## src/hw/rtl/htse_pkg.sv

```systemverilog
package htse_pkg;

   localparam logic [1:0] FUNC_INSERT = 2'd0;
   localparam logic [1:0] FUNC_RESIZE = 2'd1;
   localparam logic [1:0] FUNC_LOOKUP = 2'd2;

   localparam logic [1:0] STATUS_DONE      = 2'd0;
   localparam logic [1:0] STATUS_STATIC    = 2'd1;
   localparam logic [1:0] STATUS_RANGE     = 2'd2;
   localparam logic [1:0] STATUS_TOO_LARGE = 2'd3;

   localparam logic [16:0] ENTRY_OVERHEAD = 17'd32;
   localparam logic [15:0] RESET_CAPACITY = 16'd4096;

   typedef struct packed {
      logic        shift;
      logic        load;
      logic [15:0] load_size;
   } chain_ctl_type;

endpackage

```

## src/hw/rtl/htse_cell.sv

```systemverilog
module htse_cell (
   input  logic                    clock,
   input  htse_pkg::chain_ctl_type ctl,
   input  logic                    here_wr,
   input  logic                    here_rd,
   input  logic [15:0]             next_size,
   output logic [15:0]             size,
   output logic [15:0]             rd_data
);

   logic [15:0] size_ff;
   logic [15:0] size_in;
   logic [15:0] rd_ff;

   always_comb begin
      size_in = size_ff;
      if (ctl.load && here_wr) begin
         size_in = ctl.load_size;
      end else if (ctl.shift) begin
         size_in = next_size;
      end
   end

   always_ff @(posedge clock) begin
      size_ff <= size_in;
      rd_ff   <= here_rd ? size_ff : '0;
   end

   assign size    = size_ff;
   assign rd_data = rd_ff;

endmodule

```

## src/hw/rtl/htse_chain.sv

```systemverilog
module htse_chain #(
   parameter int NUM_CELLS = 2,
   localparam int PW = (NUM_CELLS > 1) ? $clog2(NUM_CELLS) : 1
) (
   input  logic                    clock,
   input  htse_pkg::chain_ctl_type ctl,
   input  logic [PW-1:0]           wr_pos,
   input  logic [PW-1:0]           rd_pos,
   output logic [15:0]             head_size,
   output logic [15:0]             rd_data
);

   // Cell zero holds the oldest entry; an eviction moves every entry one cell down.
   logic [15:0] size_w [NUM_CELLS+1];
   logic [15:0] cell_rd [NUM_CELLS];
   logic [15:0] rd_in;
   logic [15:0] rd_ff;

   assign size_w[NUM_CELLS] = '0;

   for (genvar k = 0; k < NUM_CELLS; k++) begin : g_cell
      htse_cell u_cell (
         .clock     (clock),
         .ctl       (ctl),
         .here_wr   (wr_pos == PW'(k)),
         .here_rd   (rd_pos == PW'(k)),
         .next_size (size_w[k+1]),
         .size      (size_w[k]),
         .rd_data   (cell_rd[k])
      );
   end

   always_comb begin
      rd_in = '0;
      for (int k = 0; k < NUM_CELLS; k++) begin
         rd_in = rd_in | cell_rd[k];
      end
   end

   always_ff @(posedge clock) begin
      rd_ff <= rd_in;
   end

   assign head_size = size_w[0];
   assign rd_data   = rd_ff;

endmodule

```

## config.mk

```make
export PLATFORM = sky130hd
export DESIGN_NAME = htse_chain
export DESIGN_NICKNAME = d
export VERILOG_FILES = /design/src/hw/rtl/htse_pkg.sv /design/src/hw/rtl/htse_cell.sv /design/src/hw/rtl/htse_chain.sv
export SDC_FILE = /design/constraint.sdc
export NUM_CORES = 1
export LEC_CHECK = 0
export ABC_AREA = 1
export BUFFER_PORTS_ARGS = -buffer_cell sky130_fd_sc_hd__buf_2
export CAP_MARGIN = 25
export CORE_MARGIN = 3
export CORE_UTILIZATION = 45
export DETAILED_ROUTE_END_ITERATION = 8
export GPL_TIMING_DRIVEN = 1
export PLACE_DENSITY_LB_ADDON = 0.15
export SLEW_MARGIN = 20
export SYNTH_ARGS = -nofsm -noshare
export SYNTH_HDL_FRONTEND = slang
export SYNTH_SLANG_ARGS = --single-unit
```

## constraint.sdc

```tcl
create_clock -name clock -period 1.9 [get_ports clock]
set_input_delay 0.38 -clock clock [delete_from_list [all_inputs] [get_ports clock]]
set_output_delay 0.38 -clock clock [all_outputs]
set_load 0.02 [all_outputs]
```

Word-level counts from Yosys, hierarchy flattened
Index checks and enable logic that the tools add are counted.
W data, S select, Z words.

word-level totals
  bits of input ports = 21
  logic and storage cells = 15
  register bits after elaboration = 80

cells by class
  bitwise operators = 2
  multiplexer cells = 4
  reduce and logical (&&, ||, !) cells = 4

operator list
  operator             number
  $mux W16             4
  $or A16 B16 Y16      1
  $reduce_bool A2 Y1   2
  $logic_and A1 B1 Y1  2
  $not A1 Y1           1

Depth between registers and ports, before layout
Gate-level depths: netlist (run 1).

  word-level depth = 3
  gate-level depth with buffers = 5
  depth with buffers taken out = 4

Cells and area by module
Synthesis (run 1) repeated with hierarchy kept, for this count alone.

second synthesis, totals
  cell total of the unflattened synthesis = 311
  area total of the unflattened synthesis = 2974.1 µm²

by module, submodules not included
  module      instances  area each (µm²)  cells an instance
  htse_cell   2          1231.2           122
  htse_chain  1          511.7            67

Least setup slack after synthesis (run 1)
OpenSTA, ideal clock, no wires.

  path kind = input to register
  from = input port ctl[16] (netlist bit)
  to = register g_cell[1].u_cell.size_ff[0] (enable)
  slack = 0.381 ns
  cell stages on the path = 4
  required time = 1.528 ns
  data arrival time = 1.147 ns
  cell sequence = buf_4 > nand2_4 > buf_6 > nand2_1

on the way
  cells in the longest elaborated chain, start to end = 2

ends and longest elaborated chain
  what                          RTL line         source
  start, declared               htse_chain.sv:6  input htse_pkg::chain_ctl_type ctl,
  $logic_and A1 B1 Y1           htse_cell.sv:17  if (ctl.load && here_wr) begin
  $reduce_bool A2 Y1 (no line)  n/a
  end signal, assigned          htse_cell.sv:25  size_ff <= size_in;
  end, declared                 htse_cell.sv:11  logic [15:0] size_ff;

Every way passes these cells.
A chain may end at the register's enable or synchronous reset.

Worst setup path after layout (run 1)
  from = register g_cell[0].u_cell.size_ff[5]
  to = output port head_size[5]

RTL lines
  what                    RTL line         source
  start, declared         htse_cell.sv:11
  start signal, assigned  htse_cell.sv:25
  end, declared           htse_chain.sv:9  output logic [15:0] head_size,

No word-level cell between the ends.

==> results of run 1 <==
==> worst register-to-register path, cell delays in order, from the launching register on <==
cell	delay [ns]
edfxtp_1	0.42
nand2_2	0.08
nand2_1	0.06
==> placed cells by master, fill, tap and decap left out <==
master	instances
edfxtp_1	32
inv_1	49
nand2_2	9
inv_2	1
nor2_2	9
clkbuf_8	11
or2_2	16
inv_4	1
nor2_1	23
nand2_1	41
clkinv_2	3
buf_2	52
clkinv_4	1
nand2_8	1
nand2_4	1
nand3_1	16
dfxtp_1	48
buf_4	6
==> power by group <==
group          switching (mW)  internal, mW
Clock                   0.585         0.542
Combinational           0.245         0.142
Sequential             0.0543          1.95
==> area by class of cell <==
class                           instances  area, um2  share of cell area
Clock buffer                           11        151              0.0466
Clock inverter                          5       30.0             0.00924
Inverter                               50        188              0.0577
Multi-Input combinational cell        116        564               0.174
Sequential cell                        80       1920               0.591
Tap cell                               72       90.1              0.0277
Timing Repair Buffer                   58        305              0.0939
==> worst paths after layout <==
check,from,end,slack [ns]
hold reg to reg,g_cell[0].u_cell.rd_data[1],rd_data[1],0.41
setup reg to reg,g_cell[1].u_cell.size[11],g_cell[0].u_cell.size[11],1.09
hold / removal,ctl[1],g_cell[0].u_cell.size[1],0.36
setup / recovery,g_cell[0].u_cell.size[5],head_size[5],0.59
==> cell families (layout without fill, tap and decap cells) <==
kind of cell | Yosys count | in the layout | synth area share
simple gates | 116 | 116 | 0.205
flops | 80 | 80 | 0.700
buf+inv | 58 | 124 | 0.0948
==> state kept, by name, indices dropped and copies added, names as in the netlist <==
register               flops
g_cell.u_cell.rd_data     32
g_cell.u_cell.size        32
rd_data                   16
==> layer usage <==
layer,up-vias,global-route usage
li1,878,-
met1,739,0.163
met2,41,0.236
met3,8,0.0316
met4,0,0.0877
met5,-,0
==> synth_stat cells <==
library cell  number
inv_1             49
dfxtp_1           48
nand2_1           41
edfxtp_1          32
nor2_1            23
nand3_1           16
or2_2             16
nand2_2            9
nor2_2             9
buf_2              3
buf_4              2
buf_6              2
buf_12             1
inv_2              1
nand2_4            1
nand2_8            1
==> metrics.md, run 1 <==
| Metric | Value |
|---|---|
| Outcome | `finished, final reports clean` |
| Buf/Inv on CP | `1` |
| Highest Signal Layer | `met4` |
| Fin crit share | `0.692` |
| Post-Route M1 WL | `1960 um` |
| Bufs on Longest Clock Path | `2` |
| Fin cells | `392` |
| Via count | `1666` |
| Grt total ovfl | `0` |
| Ports | `53` |
| Core Region | `0.00571 mm2` |
| Largest net degree at the start of global routing | `33` |
| N_diodes | `0` |
| Initial DRC Count | `71` |
| Max-cap check violation count | `0` |
| P&R area growth vs syn | `18.4%` |
| Slew headroom | `0.588` |
| Critical Path Stages | `1` |
| Post-route cell area | `0.00325 mm2` |
| Filler cells | `511` |
| Vias in the first global route | `1677` |
| Maximum vdd drop | `0.000466 V` |
| Total Wirelength | `4550 um` |
| Gpl congestion | `0.769` |
| Placed standard-cell area | `0.00307 mm2` |
| Starting Density | `0.481` |
| Hold Path Depth | `3` |
| Syn avg cell area | `10.8 um2` |
| Layout cells sized above 1 | `0.347` |
| Overall die width | `84.1 um` |
| Yosys top cell area share | `0.350` |
| CP endpoint kind | `output pin` |
| Post-synthesis register bit count | `80` |
| Post-Place Cells | `376` |
| Hold_buf cts | `0` |
| Pre-CTS setup slack | `0.561 ns` |
| Post-CTS sizing | `0` |
| Critical Path Source Type | `flip-flop` |
| Root Buffer | `clkbuf_8` |
| Pwr/cell area | `1080 mW/mm2` |
| Met2 Routed Length | `2260 um` |
| Yosys warnings | `0` |
| Synth Cell Area | `0.00275 mm2` |
| Leak Pwr | `1.69 nW` |
| Setup WS post-layout | `0.586 ns` |
| CTS Buf Count | `9` |
| First-pass GRT wire length | `7720 um` |
| Seq/Total Area, Yosys | `0.700` |
| Crit-path cells | `buf_2` |
| Syn Inst Count | `254` |
| H-tree Lvls | `3` |
| Initial antenna violation count | `0` |
| Crit-path slowest cell | `edfxtp_1` |
| Worst-margin pin slew | `0.618 ns` |
| Crit Path Max Fanout | `2` |
| DRC violations left | `0` |
| Row count | `27` |
| Crit path largest cell delay | `0.42 ns` |
| Metal3 WL | `238 um` |
| Synth area leader | `dfxtp_1` |
| Via density | `4.25` |
| Max Clock Freq | `0.761 GHz` |
| Setup Skew | `0.00930 ns` |
| Pre-antenna DRT Iters | `4` |
| Pwr Total | `3.52 mW` |
| Reg2reg path depth | `2` |
| Largest cells by area after synthesis | `dfxtp_1, edfxtp_1, inv_1, nand2_1, or2_2` |
| RSZ-0062 raised after global routing | `false` |
| WP data required | `1.52 ns` |
| Final Setup Violations | `0` |
| Worst-path clk slew | `0.08 ns` |
| Final TNS setup | `0 ns` |
| Final HPWL DP | `3090 um` |
| Post-layout minimum cycle time | `1.31 ns` |
| Total GRT Usage | `0.141` |
| Num Clock Sinks | `80` |
| CTS tree | `built` |
| Syn nets | `275` |
| Clock Latency Late Sink | `0.33 ns` |
| Die ar. | `0.00708 mm2` |
| PortBufs | `52` |
| Die height | `84.1 um` |
| Crit Path Class | `reg2out` |
| Post-CTS setup buffers | `0` |
| Yosys cell types | `16` |
| Hold crit path type | `in2reg` |
| Final hold vios | `0` |
| Antenna viol nets, final | `0` |
| Top delay family on crit path | `flip-flops` |
| Util after Layout | `0.569` |
| Slew Limit Fails | `0` |
| Crit path DAT | `0.93 ns` |
| Hold slack | `0.357 ns` |
| Drt wl/cell | `11.6 um` |
| # nets final | `336` |
Power figures use the tool's default switching activity.
==> run 2: changes to the inputs <==
clock period = 1.08 ns   (was 1.9 ns; I/O delays follow)
==> metrics.md, run 2 (synthesis results as in run 1) <==
| Metric | Value |
|---|---|
| Layout cells sized above 1 | `0.350 (+0.00297)` |
| Pwr/cell area | `1870 mW/mm2 (+72%)` |
| Post-layout minimum cycle time | `1.14 ns` |
| Final TNS setup | `-0.613 ns (-0.613 ns)` |
| Slew Limit Fails | `0 (unchanged)` |
| Clock Latency Late Sink | `0.34 ns (about the same)` |
| Hold crit path type | `in2reg` |
| Grt total ovfl | `0 (unchanged)` |
| Maximum vdd drop | `0.000968 V (+110%)` |
| Final hold vios | `0 (unchanged)` |
| Final Setup Violations | `16 (+16)` |
| Num Clock Sinks | `80 (unchanged)` |
| First-pass GRT wire length | `7130 um (-7.6%)` |
| Setup Skew | `0.00780 ns (-0.00150 ns)` |
| Ports | `53 (unchanged)` |
| # nets final | `339 (+0.89%)` |
| Die height | `84.1 um (unchanged)` |
| CTS Buf Count | `9 (unchanged)` |
| Util after Layout | `0.600 (+0.0305)` |
| Via density | `4.15 (-2.4%)` |
| Overall die width | `84.1 um (unchanged)` |
| Max-cap check violation count | `0 (unchanged)` |
| Total GRT Usage | `0.134 (-0.00669)` |
| Drt wl/cell | `11.2 um (-3.8%)` |
| Core Region | `0.00571 mm2 (unchanged)` |
| N_diodes | `0 (unchanged)` |
| Starting Density | `0.481 (unchanged)` |
| Pwr Total | `6.39 mW (+81%)` |
| Row count | `27 (unchanged)` |
| Leak Pwr | `1.75 nW (+3.4%)` |
| Largest net degree at the start of global routing | `33 (unchanged)` |
| Initial antenna violation count | `0 (unchanged)` |
| Root Buffer | `clkbuf_8` |
| WP data required | `0.86 ns (-0.66 ns)` |
| Final HPWL DP | `2880 um (-7.0%)` |
| Pre-CTS setup slack | `0.0388 ns (-0.522 ns)` |
| Placed standard-cell area | `0.00311 mm2 (+1.5%)` |
| P&R area growth vs syn | `24.7%` |
| Vias in the first global route | `1556 (-7.2%)` |
| Outcome | `complete, but fails checks` |
| Worst-path clk slew | `0.08 ns (about the same)` |
| Worst-margin pin slew | `0.239 ns (-0.378 ns)` |
| Crit Path Class | `reg2out` |
| Crit Path Max Fanout | `2 (unchanged)` |
| DRC violations left | `0 (unchanged)` |
| Slew headroom | `0.840 (+0.252)` |
| Initial DRC Count | `53 (-25%)` |
| Pre-antenna DRT Iters | `4 (unchanged)` |
| Crit path largest cell delay | `0.43 ns (about the same)` |
| CTS tree | `built` |
| Crit path DAT | `0.92 ns (about the same)` |
| Top delay family on crit path | `flip-flops` |
| RSZ-0062 raised after global routing | `true` |
| Critical Path Source Type | `flip-flop` |
| Max Clock Freq | `0.878 GHz` |
| Crit-path slowest cell | `edfxtp_1` |
| Antenna viol nets, final | `0 (unchanged)` |
| Post-route cell area | `0.00342 mm2 (+5.4%)` |
| Die ar. | `0.00708 mm2 (unchanged)` |
| CP endpoint kind | `output pin` |
| Bufs on Longest Clock Path | `2 (unchanged)` |
| Fin crit share | `1.06` |
| Post-Place Cells | `375 (-0.27%)` |
| Buf/Inv on CP | `1 (unchanged)` |
| Commonest non-fill, non-tap cell in the layout | `inv_1` |
| H-tree Lvls | `3 (unchanged)` |
| Setup WS post-layout | `-0.0596 ns (-0.646 ns)` |
| Gpl congestion | `0.700 (-8.9%)` |
| PortBufs | `52 (unchanged)` |
| Most frequent cells in the layout | `inv_1, dfxtp_1, nand2_1, buf_2, edfxtp_1` |
| Fin cells | `395 (+0.77%)` |
| Via count | `1638 (-1.7%)` |
| Crit-path cells | `buf_6` |
| Failing checks | `negative setup slack` |
| Total Wirelength | `4410 um (-3.1%)` |
| Hold slack | `0.188 ns (-0.169 ns)` |
-- run 2: cell count changes in the layout (fill, tap and decap cells not counted), moves of 2 or more --
| cell | delta |
|---|---|
| buf_12 | +3 |
| buf_2 | -15 |
| buf_6 | +15 |
| clkbuf_8 | -2 |
| clkinv_1 | +2 |
| clkinv_2 | -2 |
| nand2_1 | -2 |
| nand2_4 | +2 |
-- run 2: final cells by class --
| class | count | area, um2 |
|---|---|---|
| Tap cell | 72 | 90.1 |
| Timing Repair Buffer | 61 | 459 |
| Inverter | 50 | 188 |
| Clock inverter | 6 | 58.8 |
| Fill cell | 482 | 2280 |
| Sequential cell | 80 | 1920 |
| Clock buffer | 10 | 128 |
| Multi-Input combinational cell | 116 | 579 |
-- run 2: worst paths after layout --
| kind | startpoint | to | slack [ns] | cells after the start |
|---|---|---|---|---|
| worst max-delay path | g_cell[0].u_cell.size[0] | head_size[0] | -0.06 | 1 |
| worst min-delay path | ctl[10] | g_cell[0].u_cell.size[10] | 0.19 | 3 |
| worst max register to register | g_cell[1].u_cell.size[11] | g_cell[0].u_cell.size[11] | 0.30 | 2 |
| worst min register to register | g_cell[0].u_cell.rd_data[13] | rd_data[13] | 0.40 | 1 |
-- run 2: per-layer routing --
layer,global-route usage,share of wire
met1,0.152,0.44
met5,0,0
met4,0.0936,0.011
met3,0.0415,0.048
met2,0.215,0.50
-- run 2: repair_timing --
action                                  4_1_cts  5_1_grt
buffers inserted                              1        3
cloned                                        0        0
pin swaps                                     0        0
endpoints found under the setup margin       16       16
gates resized for setup                      22        8
hold buffers                                  0        0
-- run 2: report_power, final --
group / internal (mW) / switching, mW
clock network: 1.06 / 1.01
logic: 0.347 / 0.440
registers: 3.44 / 0.103
